==> src/rtl/core/cpid_pkg.sv <==
// shared types, register codes and clamp functions for the clamped pid controller
// depends on nothing; imported by both rtl modules, the checker and the testbench
`timescale 1ns / 1ps
`default_nettype none

package cpid_pkg;

    localparam int VALUE_W    = 16;
    localparam int CFG_INDEX_W = 3;
    localparam int CFG_DATA_W = 16;

    // configuration register indexes
    typedef enum logic [CFG_INDEX_W-1:0] {
        REG_PROP_GAIN     = 3'd0,
        REG_INTEG_GAIN    = 3'd1,
        REG_DERIV_GAIN    = 3'd2,
        REG_INTEGRAL_LOW  = 3'd3,
        REG_INTEGRAL_HIGH = 3'd4,
        REG_DRIVE_LOW     = 3'd5,
        REG_DRIVE_HIGH    = 3'd6
    } t_cfg_index;

    // current register settings, handed from the register file to the datapath
    typedef struct packed {
        logic signed [VALUE_W-1:0] prop_gain;
        logic signed [VALUE_W-1:0] integ_gain;
        logic signed [VALUE_W-1:0] deriv_gain;
        logic signed [VALUE_W-1:0] integral_low;
        logic signed [VALUE_W-1:0] integral_high;
        logic signed [VALUE_W-1:0] drive_low;
        logic signed [VALUE_W-1:0] drive_high;
    } t_cpid_cfg;

    localparam t_cpid_cfg CFG_RESET = '{
        prop_gain:     16'sd16,
        integ_gain:    16'sd8,
        deriv_gain:    16'sd1,
        integral_low:  -16'sd512,
        integral_high: 16'sd512,
        drive_low:     16'sd0,
        drive_high:    16'sd4095
    };

    // clamp a 17-bit value, lower bound first so that the upper bound wins when inverted
    function automatic logic signed [VALUE_W-1:0] clamp17(
        input logic signed [VALUE_W:0]   value,
        input logic signed [VALUE_W-1:0] lo,
        input logic signed [VALUE_W-1:0] hi
    );
        logic signed [VALUE_W:0] t;
        logic signed [VALUE_W:0] lo_x;
        logic signed [VALUE_W:0] hi_x;
        lo_x = lo;
        hi_x = hi;
        t = value;
        if (t < lo_x) begin
            t = lo_x;
        end
        if (t > hi_x) begin
            t = hi_x;
        end
        return t[VALUE_W-1:0];
    endfunction

    // clamp the 34-bit weighted sum in the same order
    function automatic logic signed [VALUE_W-1:0] clamp34(
        input logic signed [2*VALUE_W+1:0] value,
        input logic signed [VALUE_W-1:0]   lo,
        input logic signed [VALUE_W-1:0]   hi
    );
        logic signed [2*VALUE_W+1:0] t;
        logic signed [2*VALUE_W+1:0] lo_x;
        logic signed [2*VALUE_W+1:0] hi_x;
        lo_x = lo;
        hi_x = hi;
        t = value;
        if (t < lo_x) begin
            t = lo_x;
        end
        if (t > hi_x) begin
            t = hi_x;
        end
        return t[VALUE_W-1:0];
    endfunction

endpackage

`default_nettype wire

==> src/rtl/core/cpid_regs.sv <==
// configuration register file of the clamped pid controller: gains and limits
// depends on cpid_pkg
`timescale 1ns / 1ps
`default_nettype none

module cpid_regs (
    input  wire logic                             i_clk,
    input  wire logic                             i_rst_n,
    input  wire logic                             i_cfg_we,
    input  wire logic [cpid_pkg::CFG_INDEX_W-1:0] i_cfg_index,
    input  wire logic [cpid_pkg::CFG_DATA_W-1:0]  i_cfg_data,
    output cpid_pkg::t_cpid_cfg                   o_cfg
);
    import cpid_pkg::*;

    t_cpid_cfg r_cfg;
    t_cpid_cfg n_cfg;

    // decode the write, unknown indexes leave everything alone
    always_comb begin
        n_cfg = r_cfg;
        if (i_cfg_we) begin
            case (i_cfg_index)
                REG_PROP_GAIN:     n_cfg.prop_gain     = i_cfg_data;
                REG_INTEG_GAIN:    n_cfg.integ_gain    = i_cfg_data;
                REG_DERIV_GAIN:    n_cfg.deriv_gain    = i_cfg_data;
                REG_INTEGRAL_LOW:  n_cfg.integral_low  = i_cfg_data;
                REG_INTEGRAL_HIGH: n_cfg.integral_high = i_cfg_data;
                REG_DRIVE_LOW:     n_cfg.drive_low     = i_cfg_data;
                REG_DRIVE_HIGH:    n_cfg.drive_high    = i_cfg_data;
                default:           n_cfg = r_cfg;
            endcase
        end
    end

    // register storage
    always_ff @(posedge i_clk) begin
        if (!i_rst_n) begin
            r_cfg <= CFG_RESET;
        end else begin
            r_cfg <= n_cfg;
        end
    end

    assign o_cfg = r_cfg;

endmodule

`default_nettype wire

==> src/rtl/core/clamped_pid_controller.sv <==
// Clamped PID controller. Each request on the slave stream carries a measured value and a
// setpoint; one drive value leaves on the master stream for each. A new request can be taken
// every cycle unless all stages are full and the master stream stalls. The pipeline runs
// through an input register, an error stage that also updates the stored previous error and
// the clamped integral, a stage of three 16 x 16 multipliers, and the sum-and-clamp output
// register. Each stage holds its own valid bit, so requests keep flowing into empty stages
// while a finished result waits downstream. The user must write gains and limits through the
// plain write port only while no request is in flight, which the block does not enforce.
// writes to unknown indexes are ignored; depends on cpid_pkg and cpid_regs
`timescale 1ns / 1ps
`default_nettype none

module clamped_pid_controller #(
    parameter logic signed [15:0] ERROR_MIN = -16'sd256,
    parameter logic signed [15:0] ERROR_MAX = 16'sd256,
    parameter logic signed [15:0] DIFF_MIN  = -16'sd256,
    parameter logic signed [15:0] DIFF_MAX  = 16'sd256
) (
    input  wire logic                                 i_clk,
    input  wire logic                                 i_rst_n,
    // configuration write port
    input  wire logic                                 i_cfg_we,
    input  wire logic [cpid_pkg::CFG_INDEX_W-1:0]     i_cfg_index,
    input  wire logic [cpid_pkg::CFG_DATA_W-1:0]      i_cfg_data,
    // slave stream
    input  wire logic                                 s_axis_tvalid,
    output logic                                      s_axis_tready,
    input  wire logic [2*cpid_pkg::VALUE_W-1:0]       s_axis_tdata,  // measured, setpoint
    // master stream
    output logic                                      m_axis_tvalid,
    input  wire logic                                 m_axis_tready,
    output logic [cpid_pkg::VALUE_W-1:0]              m_axis_tdata   // drive
);
    import cpid_pkg::*;

    localparam int PROD_W = 2 * VALUE_W;
    localparam int SUM_W  = PROD_W + 2;

    t_cpid_cfg w_cfg;

    // stage valids and per-stage ready
    logic r_v0, r_v1, r_v2, r_v3;
    logic w_rdy0, w_rdy1, w_rdy2, w_rdy3;
    logic w_ld1;

    // stage payloads and state
    logic signed [VALUE_W-1:0] r_meas, r_setp;
    logic signed [VALUE_W-1:0] r_err, r_diff, r_integ_val;
    logic signed [VALUE_W-1:0] r_prev_err, r_integ;
    logic signed [PROD_W-1:0]  r_p_prod, r_i_prod, r_d_prod;
    logic signed [VALUE_W-1:0] r_drive;

    logic signed [VALUE_W:0]   w_err_raw, w_diff_raw, w_integ_raw;
    logic signed [VALUE_W-1:0] w_err, w_diff, w_integ;
    logic signed [SUM_W-1:0]   w_sum;
    logic signed [VALUE_W-1:0] w_drive;

    cpid_regs u_regs (
        .i_clk       (i_clk),
        .i_rst_n     (i_rst_n),
        .i_cfg_we    (i_cfg_we),
        .i_cfg_index (i_cfg_index),
        .i_cfg_data  (i_cfg_data),
        .o_cfg       (w_cfg)
    );

    // flow control: a stage moves when it is empty or the next one moves
    assign w_rdy3 = !r_v3 || m_axis_tready;
    assign w_rdy2 = !r_v2 || w_rdy3;
    assign w_rdy1 = !r_v1 || w_rdy2;
    assign w_rdy0 = !r_v0 || w_rdy1;
    assign w_ld1  = r_v0 && w_rdy1;

    assign s_axis_tready = w_rdy0;
    assign m_axis_tvalid = r_v3;
    assign m_axis_tdata  = r_drive;

    // error, difference and anti-windup integral
    always_comb begin
        w_err_raw   = 17'(r_setp) - 17'(r_meas);
        w_err       = clamp17(w_err_raw, ERROR_MIN, ERROR_MAX);
        w_diff_raw  = 17'(w_err) - 17'(r_prev_err);
        w_diff      = clamp17(w_diff_raw, DIFF_MIN, DIFF_MAX);
        w_integ_raw = 17'(r_integ) + 17'(w_err);
        w_integ     = clamp17(w_integ_raw, w_cfg.integral_low, w_cfg.integral_high);
    end

    // weighted sum and drive clamp
    always_comb begin
        w_sum   = SUM_W'(r_p_prod) + SUM_W'(r_i_prod) + SUM_W'(r_d_prod);
        w_drive = clamp34(w_sum, w_cfg.drive_low, w_cfg.drive_high);
    end

    // valid bits and controller state
    always_ff @(posedge i_clk) begin
        if (!i_rst_n) begin
            r_v0       <= 1'b0;
            r_v1       <= 1'b0;
            r_v2       <= 1'b0;
            r_v3       <= 1'b0;
            r_prev_err <= '0;
            r_integ    <= '0;
        end else begin
            if (w_rdy0) begin
                r_v0 <= s_axis_tvalid;
            end
            if (w_rdy1) begin
                r_v1 <= r_v0;
            end
            if (w_rdy2) begin
                r_v2 <= r_v1;
            end
            if (w_rdy3) begin
                r_v3 <= r_v2;
            end
            if (w_ld1) begin
                r_prev_err <= w_err;
                r_integ    <= w_integ;
            end
        end
    end

    // payload registers
    always_ff @(posedge i_clk) begin
        if (s_axis_tvalid && w_rdy0) begin
            r_meas <= s_axis_tdata[VALUE_W-1:0];
            r_setp <= s_axis_tdata[2*VALUE_W-1:VALUE_W];
        end
        if (w_ld1) begin
            r_err       <= w_err;
            r_diff      <= w_diff;
            r_integ_val <= w_integ;
        end
        if (r_v1 && w_rdy2) begin
            r_p_prod <= PROD_W'(w_cfg.prop_gain)  * PROD_W'(r_err);
            r_i_prod <= PROD_W'(w_cfg.integ_gain) * PROD_W'(r_integ_val);
            r_d_prod <= PROD_W'(w_cfg.deriv_gain) * PROD_W'(r_diff);
        end
        if (r_v2 && w_rdy3) begin
            r_drive <= w_drive;
        end
    end

    // stored error never leaves the error limits
    a_prev_err_range: assert property (@(posedge i_clk) disable iff (!i_rst_n)
        (r_prev_err >= ERROR_MIN) && (r_prev_err <= ERROR_MAX))
        else $error("previous error outside error limits");

    // controller state moves only when a request enters the error stage
    a_state_hold: assert property (@(posedge i_clk) disable iff (!i_rst_n)
        !w_ld1 |=> $stable(r_prev_err) && $stable(r_integ))
        else $error("controller state changed without a request");

    // difference in flight stays within its limits
    a_diff_range: assert property (@(posedge i_clk) disable iff (!i_rst_n)
        r_v1 |-> (r_diff >= DIFF_MIN) && (r_diff <= DIFF_MAX))
        else $error("difference outside its limits");

    // offered drive respects ordered drive limits
    a_drive_range: assert property (@(posedge i_clk) disable iff (!i_rst_n)
        (r_v3 && (w_cfg.drive_low <= w_cfg.drive_high)) |->
        (r_drive >= w_cfg.drive_low) && (r_drive <= w_cfg.drive_high))
        else $error("drive outside drive limits");

endmodule

`default_nettype wire

==> config.mk <==
export PLATFORM = sky130hd
export DESIGN_NAME = clamped_pid_controller
export DESIGN_NICKNAME = d
export VERILOG_FILES = /design/src/rtl/core/cpid_pkg.sv /design/src/rtl/core/cpid_regs.sv /design/src/rtl/core/clamped_pid_controller.sv
export SDC_FILE = /design/constraint.sdc
export NUM_CORES = 2
export LEC_CHECK = 0
export BUFFER_PORTS_ARGS = -buffer_cell sky130_fd_sc_hd__clkbuf_2
export CORE_UTILIZATION = 38
export CTS_CLUSTER_SIZE = 25
export DETAILED_ROUTE_END_ITERATION = 6
export PLACE_DENSITY = 0.64
export SYNTH_ARGS = -nofsm -noshare
export SYNTH_HDL_FRONTEND = slang
export SYNTH_HIERARCHICAL = 1
export SYNTH_SLANG_ARGS = --single-unit
==> constraint.sdc <==
create_clock -name i_clk -period 10.1 [get_ports i_clk]
set_input_delay 0 -clock i_clk [delete_from_list [all_inputs] [get_ports i_clk]]
set_output_delay 0 -clock i_clk [all_outputs]
set_load 0.02 [all_outputs]
==> metrics <==
outcome completed; R2R Setup Slk 0.41 ns; HP Class in -> reg; first-pass GRT wire length 201300 um; Die X 360.1 um; num rows 131; Psw 0.004407 W; CP Data Arrival Time 10.19 ns; Most common cell on crit path ha_1; reg-to-reg startpoint r_meas[0]; Lkg Pwr 23.26 nW; final wirelength 124300 um; Die Height 360.1 um; Clock Skew 0.05520 ns; Slowest-stage cell, CP or3b_2; Fmax 0.1032 GHz; Comb pwr share 64.2%; H-tree depth 2; IO Port Bufs 73; Max stage delay on crit path 0.52 ns; Clk network pwr share 14.7%; dpl hpwl 100300 um; Synth Register Bits 340; sw frac 45.47%; Max Cap Viol 0; async set or reset register ratio after synthesis 0%; Sink Count 340; synth warn 6; area of the core 127400 um^2; Final #Nets 6365; mapped cell area 48730 um^2; placed insts 6620; Net Count, Synth 6324; die area 129700 um^2; Seq pwr share 21.2%; initial antenna violation count 3; Worst IR Drop VDD 0.1723 mV; Finished Layout Cells 6753; Clock Pin Slew Worst Setup and Hold Paths 0.06 ns; DRC 0; ANT nets after route 0; Worst Setup SP r_meas[0]; Clock Path Buffers 3; post-synthesis sequential area ratio 17.91%; worst setup path endpoint r_integ[9]; Mapped Avg Cell Area 9.710 um^2; unique cell type count in the Yosys netlist 79; Worst Max-Slew Pin Slew 1.092 ns; routed len/inst 18.40 um; via-per-instance ratio 5.088; Mapped Cells 5018; Final Max Slew Viols 0; GRT Total Usage 19.69%; endpoints failing hold 0; total gr overflow 0; Max FO, Critical Path 8; Clock Latency Late Sink 0.61 ns; r2r endpoint r_integ[9]; Relative slew margins 27.18%; routability congestion estimate 0.8942; Starting Density 38.26%; crit path capture type register; Initial DRC Count 2204; Final setup violation count 0; CTS tree done; minimum clock period 9.690 ns; Tcrit/Tclk final 95.94%; cell area power density 183.7 nW/um^2; top_reg_cell synth edfxtp_1; IO Count 74; vias in the first global route 36310; largest net degree at the start of global routing 85; Data required, critical path 10.60 ns; Via Count 34360; R2R depth 43; synthesis-to-finish area growth 8.250%; share of layout cells above drive strength 1 5.678%; hold slack 0.1201 ns; router iterations before antenna repair 6; Startpoint Class register; number of synthesized flops with an enable pin 192; CTS Buf Count 39; Worst Setup Path Type reg -> reg; Root Buffer clkbuf_16; Int Pwr 0.005285 W
layer usage:
layer  up-vias  track usage, %  part of all wire [%]
li1      15980               -                     -
met1     17280           26.29                    44
met2       956           32.14                    46
met3       149           4.389                   7.8
met4         0           5.111                   2.5
met5         -               0                     0
timing repair:
action                     in CTS  in global routing
hold buffers                   51                  0
setup buffers                   2                  6
gates resized for setup         3                 19
cloned                          0                  1
hold endpoints to repair      131                  0
setup endpoints to repair      26                 32
pin swaps                       1                  9
cell usage after synthesis (9+ instances only):
library cell / count / area (um^2)
xnor2_1: 122 / 1069
clkbuf_1: 140 / 525.5
nand3_1: 50 / 250.2
o31ai_1: 15 / 112.6
nand2_1: 632 / 2372
buf_2: 18 / 90.09
a31oi_1: 25 / 156.4
and2_1: 295 / 1846
o21ai_0: 86 / 430.4
a21o_1: 96 / 720.7
nand2b_1: 72 / 450.4
a31o_2: 20 / 175.2
dfxtp_1: 148 / 2963
a211oi_1: 16 / 120.1
edfxtp_1: 192 / 5766
inv_1: 978 / 3671
and3_1: 27 / 168.9
nor4_1: 9 / 56.30
mux2i_1: 122 / 1221
a21oi_1: 144 / 720.7
o21a_1: 33 / 247.7
nor2b_1: 67 / 419.2
nor3_1: 37 / 185.2
xor2_1: 46 / 402.9
ha_1: 428 / 5355
nand4_1: 21 / 131.4
o211ai_1: 13 / 97.59
fa_1: 822 / 16460
mux2_2: 65 / 732.0
o21bai_1: 17 / 127.6
nor2_1: 114 / 427.9
registers in the layout (all words and copies together) (netlist names):
name / count
r_v2: 1
m_axis_tvalid: 1
m_axis_tdata: 16
r_v0: 1
r_v1: 1
r_prev_err: 16
r_meas: 16
r_setp: 16
r_integ_val: 16
r_d_prod: 32
u_regs/o_cfg: 112
r_i_prod: 32
r_err: 16
r_diff: 16
r_p_prod: 32
r_integ: 16
power groups by stage:
stage / Sequential (W) / Combinational, W / Clock, W
global placement: 0.00207 / 0.00593 / 0
CTS: 0.00205 / 0.00614 / 0.00145
finish: 0.00205 / 0.00622 / 0.00142
floorplan: 0.00188 / 0.00455 / 0
global route: 0.00207 / 0.00698 / 0.00151
detailed placement: 0.00208 / 0.00605 / 0
worst min-delay path by stage:
stage / cells after the start / startpoint / end / slack, ns
2_1_floorplan: 0 / s_axis_tdata[0] / r_meas[0] / 0.1
3_3_place_gp: 1 / s_axis_tdata[26] / r_setp[10] / 0.18
3_5_place_dp: 1 / s_axis_tdata[10] / r_meas[10] / 0.18
4_1_cts: 2 / s_axis_tdata[10] / r_meas[10] / 0.07
5_1_grt: 2 / s_axis_tdata[29] / r_setp[13] / 0.1
6_report: 2 / s_axis_tdata[29] / r_setp[13] / 0.12
cell type report:
class / instances / area (um^2)
diodes: 1 / 2.502
clock buffers: 54 / 1074
clock inverters: 18 / 180.2
fillers: 12290 / 74610
inverters: 979 / 3675
multi-input cells: 3535 / 35780
flip-flops and latches: 340 / 8728
well taps: 1662 / 2079
repair buffers: 164 / 1225
placed cells by master (no fill, tap or decap), types with 13 or more instances in the layout:
master         count
nor3_1            35
xnor2_1          121
inv_1            978
a31o_2            20
fa_1             820
nand4_1           21
nor2b_1           65
o211ai_1          13
ha_1             426
nor2_1           113
a21oi_1          143
nand2b_1          72
dlygate4sd3_1     51
nand3_1           50
a31oi_1           24
and2_1           295
o21a_1            33
o31ai_1           15
nand2_1          632
buf_4             37
o21bai_1          17
mux2_2            65
clkbuf_2          72
dfxtp_1          148
o21ai_0           84
a21o_1            96
xor2_1            46
clkbuf_16         41
edfxtp_1         192
and3_1            27
mux2i_1          122
through the flow:
| stage | utilization, % | worst slack [ns] | instance area, um^2 | total power [W] | TNS, ns |
|---|---|---|---|---|---|
| 6_report | 41.42 | 0.4100 | 52750 | 0.009692 | 0 |
| 5_1_grt | 41.41 | -0.02694 | 52740 | 0.01057 | -0.1463 |
| 4_1_cts | 41.28 | 0.06260 | 52570 | 0.009645 | 0 |
| 3_5_place_dp | 39.87 | -0.1140 | 50780 | 0.008124 | -1.201 |
| 3_3_place_gp | 39.87 | 0.04028 | 50780 | 0.008009 | 0 |
| 2_1_floorplan | - | 0.2001 | 48730 | 0.006433 | 0 |
critical path, delay by kind of cell (launching register included):
kind                       cells  cell delay [ns]
adders and majority gates      7             1.95
AOI/OAI and AO/OA             17             3.71
muxes                          2             0.74
xor gates and xnor gates       1             0.18
DFF                            1             0.37
and+or+nand+nor               12             1.91
buffers and inverters          4             0.72
cell families after synthesis:
logic type	after synthesis	share of synthesized area, %
AND/OR/NAND/NOR	1382	13.89
AO/OA/AOI/OAI	548	7.493
buffers and inverters	1143	8.915
XOR/XNOR	168	3.020
flip-flops	340	17.91
adder cells (fa/ha/maj)	1250	44.76
multiplexers	187	4.008
No activity file was read; power rests on OpenSTA's default activity.
